--- config.mk ---
export PLATFORM = sky130hd
export DESIGN_NAME = c2s_gain
export DESIGN_NICKNAME = d
export VERILOG_FILES = /design/src/design/c2s_pkg.sv /design/src/design/c2s_gain.sv
export VERILOG_INCLUDE_DIRS = /design/src /design/src/design
export SDC_FILE = /design/constraint.sdc
export NUM_CORES = 2
export LEC_CHECK = 0
export ABC_AREA = 1
export BUFFER_PORTS_ARGS = -buffer_cell sky130_fd_sc_hd__buf_2
export CORE_MARGIN = 2
export CORE_UTILIZATION = 30
export DETAILED_ROUTE_END_ITERATION = 7
export GPL_TIMING_DRIVEN = 0
export PLACE_DENSITY_LB_ADDON = 0.12
export SLEW_MARGIN = 20
export SYNTH_ARGS = -nofsm -noshare
export SYNTH_HDL_FRONTEND = slang
export SYNTH_SLANG_ARGS = --single-unit
export TNS_END_PERCENT = 100
--- constraint.sdc ---
create_clock -name clk -period 8.56 [get_ports clk]
set_input_delay 1.284 -clock clk [delete_from_list [all_inputs] [get_ports clk]]
set_output_delay 1.284 -clock clk [all_outputs]
set_load 0.03 [all_outputs]
--- src/design/assert_macros.svh ---
// Assertion helpers shared by the RTL files.
`ifndef ASSERT_MACROS_SVH
`define ASSERT_MACROS_SVH
`ifndef SYNTHESIS
`define ASSERT_IMPLIES(lbl, clk, rstn, ante, cons, msg) \
	lbl: assert property (@(posedge clk) disable iff (!(rstn)) (ante) |-> (cons)) \
		else $error(msg);
`define ASSERT_NEXT(lbl, clk, rstn, ante, cons, msg) \
	lbl: assert property (@(posedge clk) disable iff (!(rstn)) (ante) |=> (cons)) \
		else $error(msg);
`else
`define ASSERT_IMPLIES(lbl, clk, rstn, ante, cons, msg)
`define ASSERT_NEXT(lbl, clk, rstn, ante, cons, msg)
`endif
`endif

--- src/design/c2s_pkg.sv ---
`default_nettype none

package c2s_pkg;

	localparam int unsigned COORD_W = 40;
	localparam int unsigned GUARD   = 8;
	localparam int unsigned DP_W    = 53;
	localparam int unsigned HI_W    = DP_W - 32;
	localparam int unsigned ANG_W   = 42;
	localparam int unsigned RND_W   = ANG_W - 10;
	localparam int unsigned LON_W   = 31;
	localparam int unsigned LAT_W   = 30;
	localparam int unsigned RAD_W   = 39;
	localparam int unsigned SERIES  = 20;

	localparam logic signed [ANG_W-1:0] DEG180   = 42'sd773094113280;
	localparam logic signed [ANG_W-1:0] DEG45    = 42'sd193273528320;
	localparam logic signed [ANG_W-1:0] ANG_HALF = 42'sd512;
	localparam logic signed [RND_W-1:0] LON_LIMIT = 32'sd754974720;
	localparam logic signed [RND_W-1:0] LAT_LIMIT = 32'sd377487360;
	localparam logic [31:0] INV_GAIN = 32'h9B74EDA8;
	localparam logic [RAD_W-1:0] RADIUS_RESET = 39'd6378137000;
	localparam logic [DP_W-1:0] MAG_HALF = DP_W'(1) << (GUARD - 1);

	// 180/pi scaled by 2^56, and its quotients by the odd series divisors.
	localparam logic [63:0] RAD2DEG_Q56 = 64'd4128596020240314225;
	localparam logic [63:0] ATAN_QUOT [SERIES] = '{
		RAD2DEG_Q56 / 64'd1,  RAD2DEG_Q56 / 64'd3,  RAD2DEG_Q56 / 64'd5,
		RAD2DEG_Q56 / 64'd7,  RAD2DEG_Q56 / 64'd9,  RAD2DEG_Q56 / 64'd11,
		RAD2DEG_Q56 / 64'd13, RAD2DEG_Q56 / 64'd15, RAD2DEG_Q56 / 64'd17,
		RAD2DEG_Q56 / 64'd19, RAD2DEG_Q56 / 64'd21, RAD2DEG_Q56 / 64'd23,
		RAD2DEG_Q56 / 64'd25, RAD2DEG_Q56 / 64'd27, RAD2DEG_Q56 / 64'd29,
		RAD2DEG_Q56 / 64'd31, RAD2DEG_Q56 / 64'd33, RAD2DEG_Q56 / 64'd35,
		RAD2DEG_Q56 / 64'd37, RAD2DEG_Q56 / 64'd39
	};

	// Arctangent of 2^-i in units of 2^-32 degree, from a truncated Taylor series.
	function automatic logic signed [ANG_W-1:0] atan_step(input int unsigned i);
		logic [63:0] acc;
		int unsigned sh;
		int unsigned k;
		acc = '0;
		if (i == 0) begin
			acc = 64'(DEG45);
		end else begin
			for (k = 0; k < SERIES; k++) begin
				sh = 24 + i * (2 * k + 1);
				if (sh < 64) begin
					if (k[0])
						acc = acc - (ATAN_QUOT[k] >> sh);
					else
						acc = acc + (ATAN_QUOT[k] >> sh);
				end
			end
		end
		return $signed(acc[ANG_W-1:0]);
	endfunction

	// Round from 2^-32 to 2^-22 degree with a floor shift, then clamp.
	function automatic logic signed [RND_W-1:0] round_angle(
		input logic signed [ANG_W-1:0] a,
		input logic signed [RND_W-1:0] lim
	);
		logic signed [ANG_W-1:0] sum;
		logic signed [RND_W-1:0] q;
		sum = a + ANG_HALF;
		q = $signed(sum[ANG_W-1:10]);
		if (q > lim)
			q = lim;
		else if (q < -lim)
			q = -lim;
		return q;
	endfunction

endpackage

`default_nettype wire

--- src/design/c2s_gain.sv ---
`default_nettype none
`include "assert_macros.svh"

module c2s_gain #(
	parameter int unsigned SB_W = 1
) (
	input  wire logic                          clk,
	input  wire logic                          arst_n,
	input  wire logic                          up_valid,
	output logic                               up_ready,
	input  wire logic [c2s_pkg::DP_W-1:0]      mag,
	input  wire logic [SB_W-1:0]               sb_in,
	output logic                               dn_valid,
	input  wire logic                          dn_ready,
	output logic [c2s_pkg::DP_W-1:0]           res,
	output logic [SB_W-1:0]                    sb_out
);

	logic                              vld_s1;
	logic [63:0]                       p_lo_s1;
	logic [c2s_pkg::HI_W-1:0]          hi_s1;
	logic [SB_W-1:0]                   sb_s1;
	logic                              vld_s2;
	logic [c2s_pkg::DP_W-1:0]          res_s2;
	logic [SB_W-1:0]                   sb_s2;
	logic                              rdy_s1;
	logic                              rdy_s2;
	logic [63:0]                       p_lo;
	logic [c2s_pkg::HI_W+31:0]         p_hi;

	assign rdy_s2   = !vld_s2 || dn_ready;
	assign rdy_s1   = !vld_s1 || rdy_s2;
	assign up_ready = rdy_s1;

	// The low word is multiplied first; the high word and the sum follow a stage later.
	assign p_lo = {32'd0, mag[31:0]} * {32'd0, c2s_pkg::INV_GAIN};
	assign p_hi = {32'd0, hi_s1} * {{c2s_pkg::HI_W{1'b0}}, c2s_pkg::INV_GAIN};

	always_ff @(posedge clk or negedge arst_n) begin
		if (!arst_n) begin
			vld_s1 <= 1'b0;
			vld_s2 <= 1'b0;
		end else begin
			if (rdy_s1)
				vld_s1 <= up_valid;
			if (rdy_s2)
				vld_s2 <= vld_s1;
		end
	end

	always_ff @(posedge clk) begin
		if (rdy_s1 && up_valid) begin
			p_lo_s1 <= p_lo;
			hi_s1   <= mag[c2s_pkg::DP_W-1:32];
			sb_s1   <= sb_in;
		end
		if (rdy_s2 && vld_s1) begin
			res_s2 <= c2s_pkg::DP_W'(p_hi) + c2s_pkg::DP_W'(p_lo_s1[63:32]);
			sb_s2  <= sb_s1;
		end
	end

	assign dn_valid = vld_s2;
	assign res      = res_s2;
	assign sb_out   = sb_s2;

	`ASSERT_IMPLIES(a_mag_nonneg, clk, arst_n, up_valid, !mag[c2s_pkg::DP_W-1], "negative magnitude entered gain removal")

endmodule

`default_nettype wire

==> results.py <==
metrics = {
    "die": {
        "die_area_sq_um": 124000,
        "num_io_pins": 114,
        "fp.dieW_um": 352,
        "rows": 127,
        "start_util_pct": 30.3,
        "core_area_sq_um": 120000,
        "dieHeight_um": 352,
    },
    "setup_path": {
        "cp-start-kind": "flip-flop",
        "cp_slowest_cell": "fa_1",
        "path_class": "reg -> reg",
        "required_ps": 8760,
        "crit_arrival_ps": 8400,
        "critPathMaxFanout": 7,
        "cpLargestDelayFamily": "adder cells",
        "crit_path_max_incr_delay_ps": 630,
        "cpMostUsedCell": "inv_1",
        "endpoint_kind": "flip-flop",
        "crit_buf_inv": 8,
    },
    "timing": {
        "final-setup-viol-count": 0,
        "holdWs_ps": 417,
        "post-route-period-util_pct": 95.8,
        "min_period_ps": 8200,
        "hold_viol": 0,
        "final_max_slew_viol_count": 0,
        "slew_headroom_pct": 51.5,
        "worst_pin_slew_ps": 722,
        "fin_skew_ps": 10.1,
        "clock.fmax_ghz": 0.122,
    },
    "global_route": {
        "track_usage_pct": 18.7,
        "antenna_found_initial": 2,
        "grt_pass1_wl_um": 173000,
        "overflow": 0,
        "grt_pass1_vias": 28400,
        "grt_start_max_net_pins": 35,
    },
    "yosys": {
        "synthArstFlopShare_pct": 1.82,
        "synth_cell_types": 44,
        "synth_enable_flop_cells": 108,
        "synthAdderAreaFrac_pct": 59.6,
        "yosys.area_share.simple_pct": 10.9,
        "synth_ff_type": "edfxtp_1",
        "ys_ff_latch": 110,
        "syn-instance-count": 4036,
        "synthMuxAreaShare_pct": 0,
        "yosysWarnings": 0,
        "synthTopCellsByArea": "fa_1 39%, ha_1 20%, inv_1 13%",
        "synth_compound_area_share_pct": 4.77,
        "synth_xor_area_share_pct": 2.39,
        "ys_seq_area_share_pct": 9.07,
        "syn_avg_cell_area_sq_um": 9.00,
        "synth_top_family_by_area": "adder cells",
        "yosysTopAreaCell": "fa_1",
        "synth_top_cell_area_share_pct": 39.3,
        "synth_nets": 5395,
        "synth_area_sq_um": 36300,
    },
    "clock_network": {
        "cts.sinks": 110,
        "root_buffer": "clkbuf_16",
        "clk_pin_slew_ps": 90,
        "h-tree-depth": 3,
        "clock_latency_ps": 440,
        "numCtsBuffers": 9,
        "clock_path_buffers": 2,
        "tritoncts": "built",
    },
    "job": {
        "drv_cap": 0,
    },
    "cells_and_area": {
        "design_area_sq_um": 39600,
        "drive_gt1_share_pct": 6.14,
        "fin_nets": 5558,
        "area_delta_synth_final_pct": 9.14,
        "fillCellCount": 12800,
        "stdcell_count": 5817,
    },
    "placement": {
        "dp.cells": 5765,
        "buffer_ports.inserted": 113,
        "placed_cell_area_sq_um": 39000,
        "dp_hpwl_um": 100000,
        "gp_congestion": 0.908,
    },
    "route": {
        "drt_iter0_markers": 1154,
        "vias": 25500,
        "route.detailed.drc": 0,
        "via_per_inst": 4.38,
        "wl_um": 111000,
        "ant_nets": 0,
        "routedWlPerCell_um": 19.2,
        "firstDrtPassIters": 5,
    },
    "outcome": {
        "status": "completed",
    },
    "min_path": {
        "worstHoldPathType": "reg -> reg",
    },
}
cell type report:
type	count	area (sq um)	area share [%]
multi-input combinational	2638	28200	71.2
inverter	1287	4830	12.2
sequential	110	3290	8.31
tap	1612	2020	5.09
timing repair buffer	152	931	2.35
clock buffer	9	225	0.568
clock inverter	7	101	0.256
buffer	1	3.75	0.00947
antenna	1	2.50	0.00631
registers in the layout, summed over array words and instances (netlist names):
name / cells
hi_s1: 21
res: 53
vld_s1: 1
p_lo_s1: 32
dn_valid: 1
sb_s1: 1
sb_out: 1
cells by family (layout without fill, tap and decap cells):
group,Yosys count,in the layout
fa+ha+maj,1301,1301
buf+inv,1288,1456
simple gates,931,931
compound gates,307,307
flops,110,110
xor+xnor,99,99
other cells,0,1
path summary, 6_finish.rpt:
| path | startpoint | to | slack [ps] | depth (start not counted) |
|---|---|---|---|---|
| min in group asynchronous | arst_n | vld_s1 | 620 | 1 |
| max reg2reg | hi_s1[10] | res[45] | 360 | 34 |
| min | p_lo_s1[34] | res[2] | 420 | 0 |
| max in group asynchronous | arst_n | dn_valid | 7850 | 1 |
| min reg2reg | p_lo_s1[34] | res[2] | 420 | 0 |
| max | hi_s1[10] | res[45] | 360 | 34 |
per-stage QoR:
| step | setup WS, ps | TNS [ps] | util [%] |
|---|---|---|---|
| floorplan | 1560 | 0 | - |
| global placement | -38.4 | -57.2 | 32.4 |
| detailed placement | -2.57 | -2.57 | 32.5 |
| CTS | 41.4 | 0 | 32.8 |
| global route | -39.9 | -70.0 | 33.0 |
| finish | 360 | 0 | 33.0 |
what timing repair did:
action	CTS	global route
hold buffers	0	0
setup buffers	2	33
endpoints found under the hold margin	0	0
setup endpoints to repair	3	16
gates resized for setup	0	8
synthesized netlist by cell type (5+ instances only):
cell type / n
a21o_1: 15
nand4_1: 17
inv_2: 10
nand3_2: 5
fa_1: 713
a31oi_1: 28
o21a_1: 12
nor3_1: 16
and3_1: 5
nor2_1: 208
ha_1: 588
o21ai_0: 68
nand3_1: 86
xor2_1: 67
nand2_1: 515
nand2_2: 33
nor2_2: 19
edfxtp_1: 108
o211ai_1: 8
a21oi_1: 149
nand3b_1: 6
o21bai_1: 11
nor4_1: 7
inv_1: 1275
nor2_4: 5
xnor2_1: 32
metal layers:
metal,share of wire [%],vias up,global-route usage [%]
met2,51,320,34.3
met1,45,12700,24.2
met3,2.5,53,1.24
met4,1.4,2,3.39
li1,-,12400,-
met5,0.012,-,0
layout by cell type, fill, tap and decap left out, types with 3 or more instances in the layout:
master        n
a21boi_0      3
a21o_1       15
a21oi_1     147
a31oi_1      27
and2_1        3
and3_1        5
buf_16        3
buf_2       113
buf_4        35
clkbuf_16     9
edfxtp_1    108
fa_1        713
ha_1        585
ha_2          3
inv_1      1274
inv_2        10
nand2_1     514
nand2_2      34
nand2_4       4
nand3_1      86
nand3_2       5
nand3b_1      6
nand4_1      17
nor2_1      207
nor2_2       20
nor2_4        5
nor3_1       16
nor4_1        7
o211ai_1      8
o21a_1       12
o21ai_0      68
o21bai_1     11
xnor2_1      31
xor2_1       67
Power is left out: the tool's default activity adds up to more than one toggle a clock period on the data nets, which glitch-free logic cannot reach.
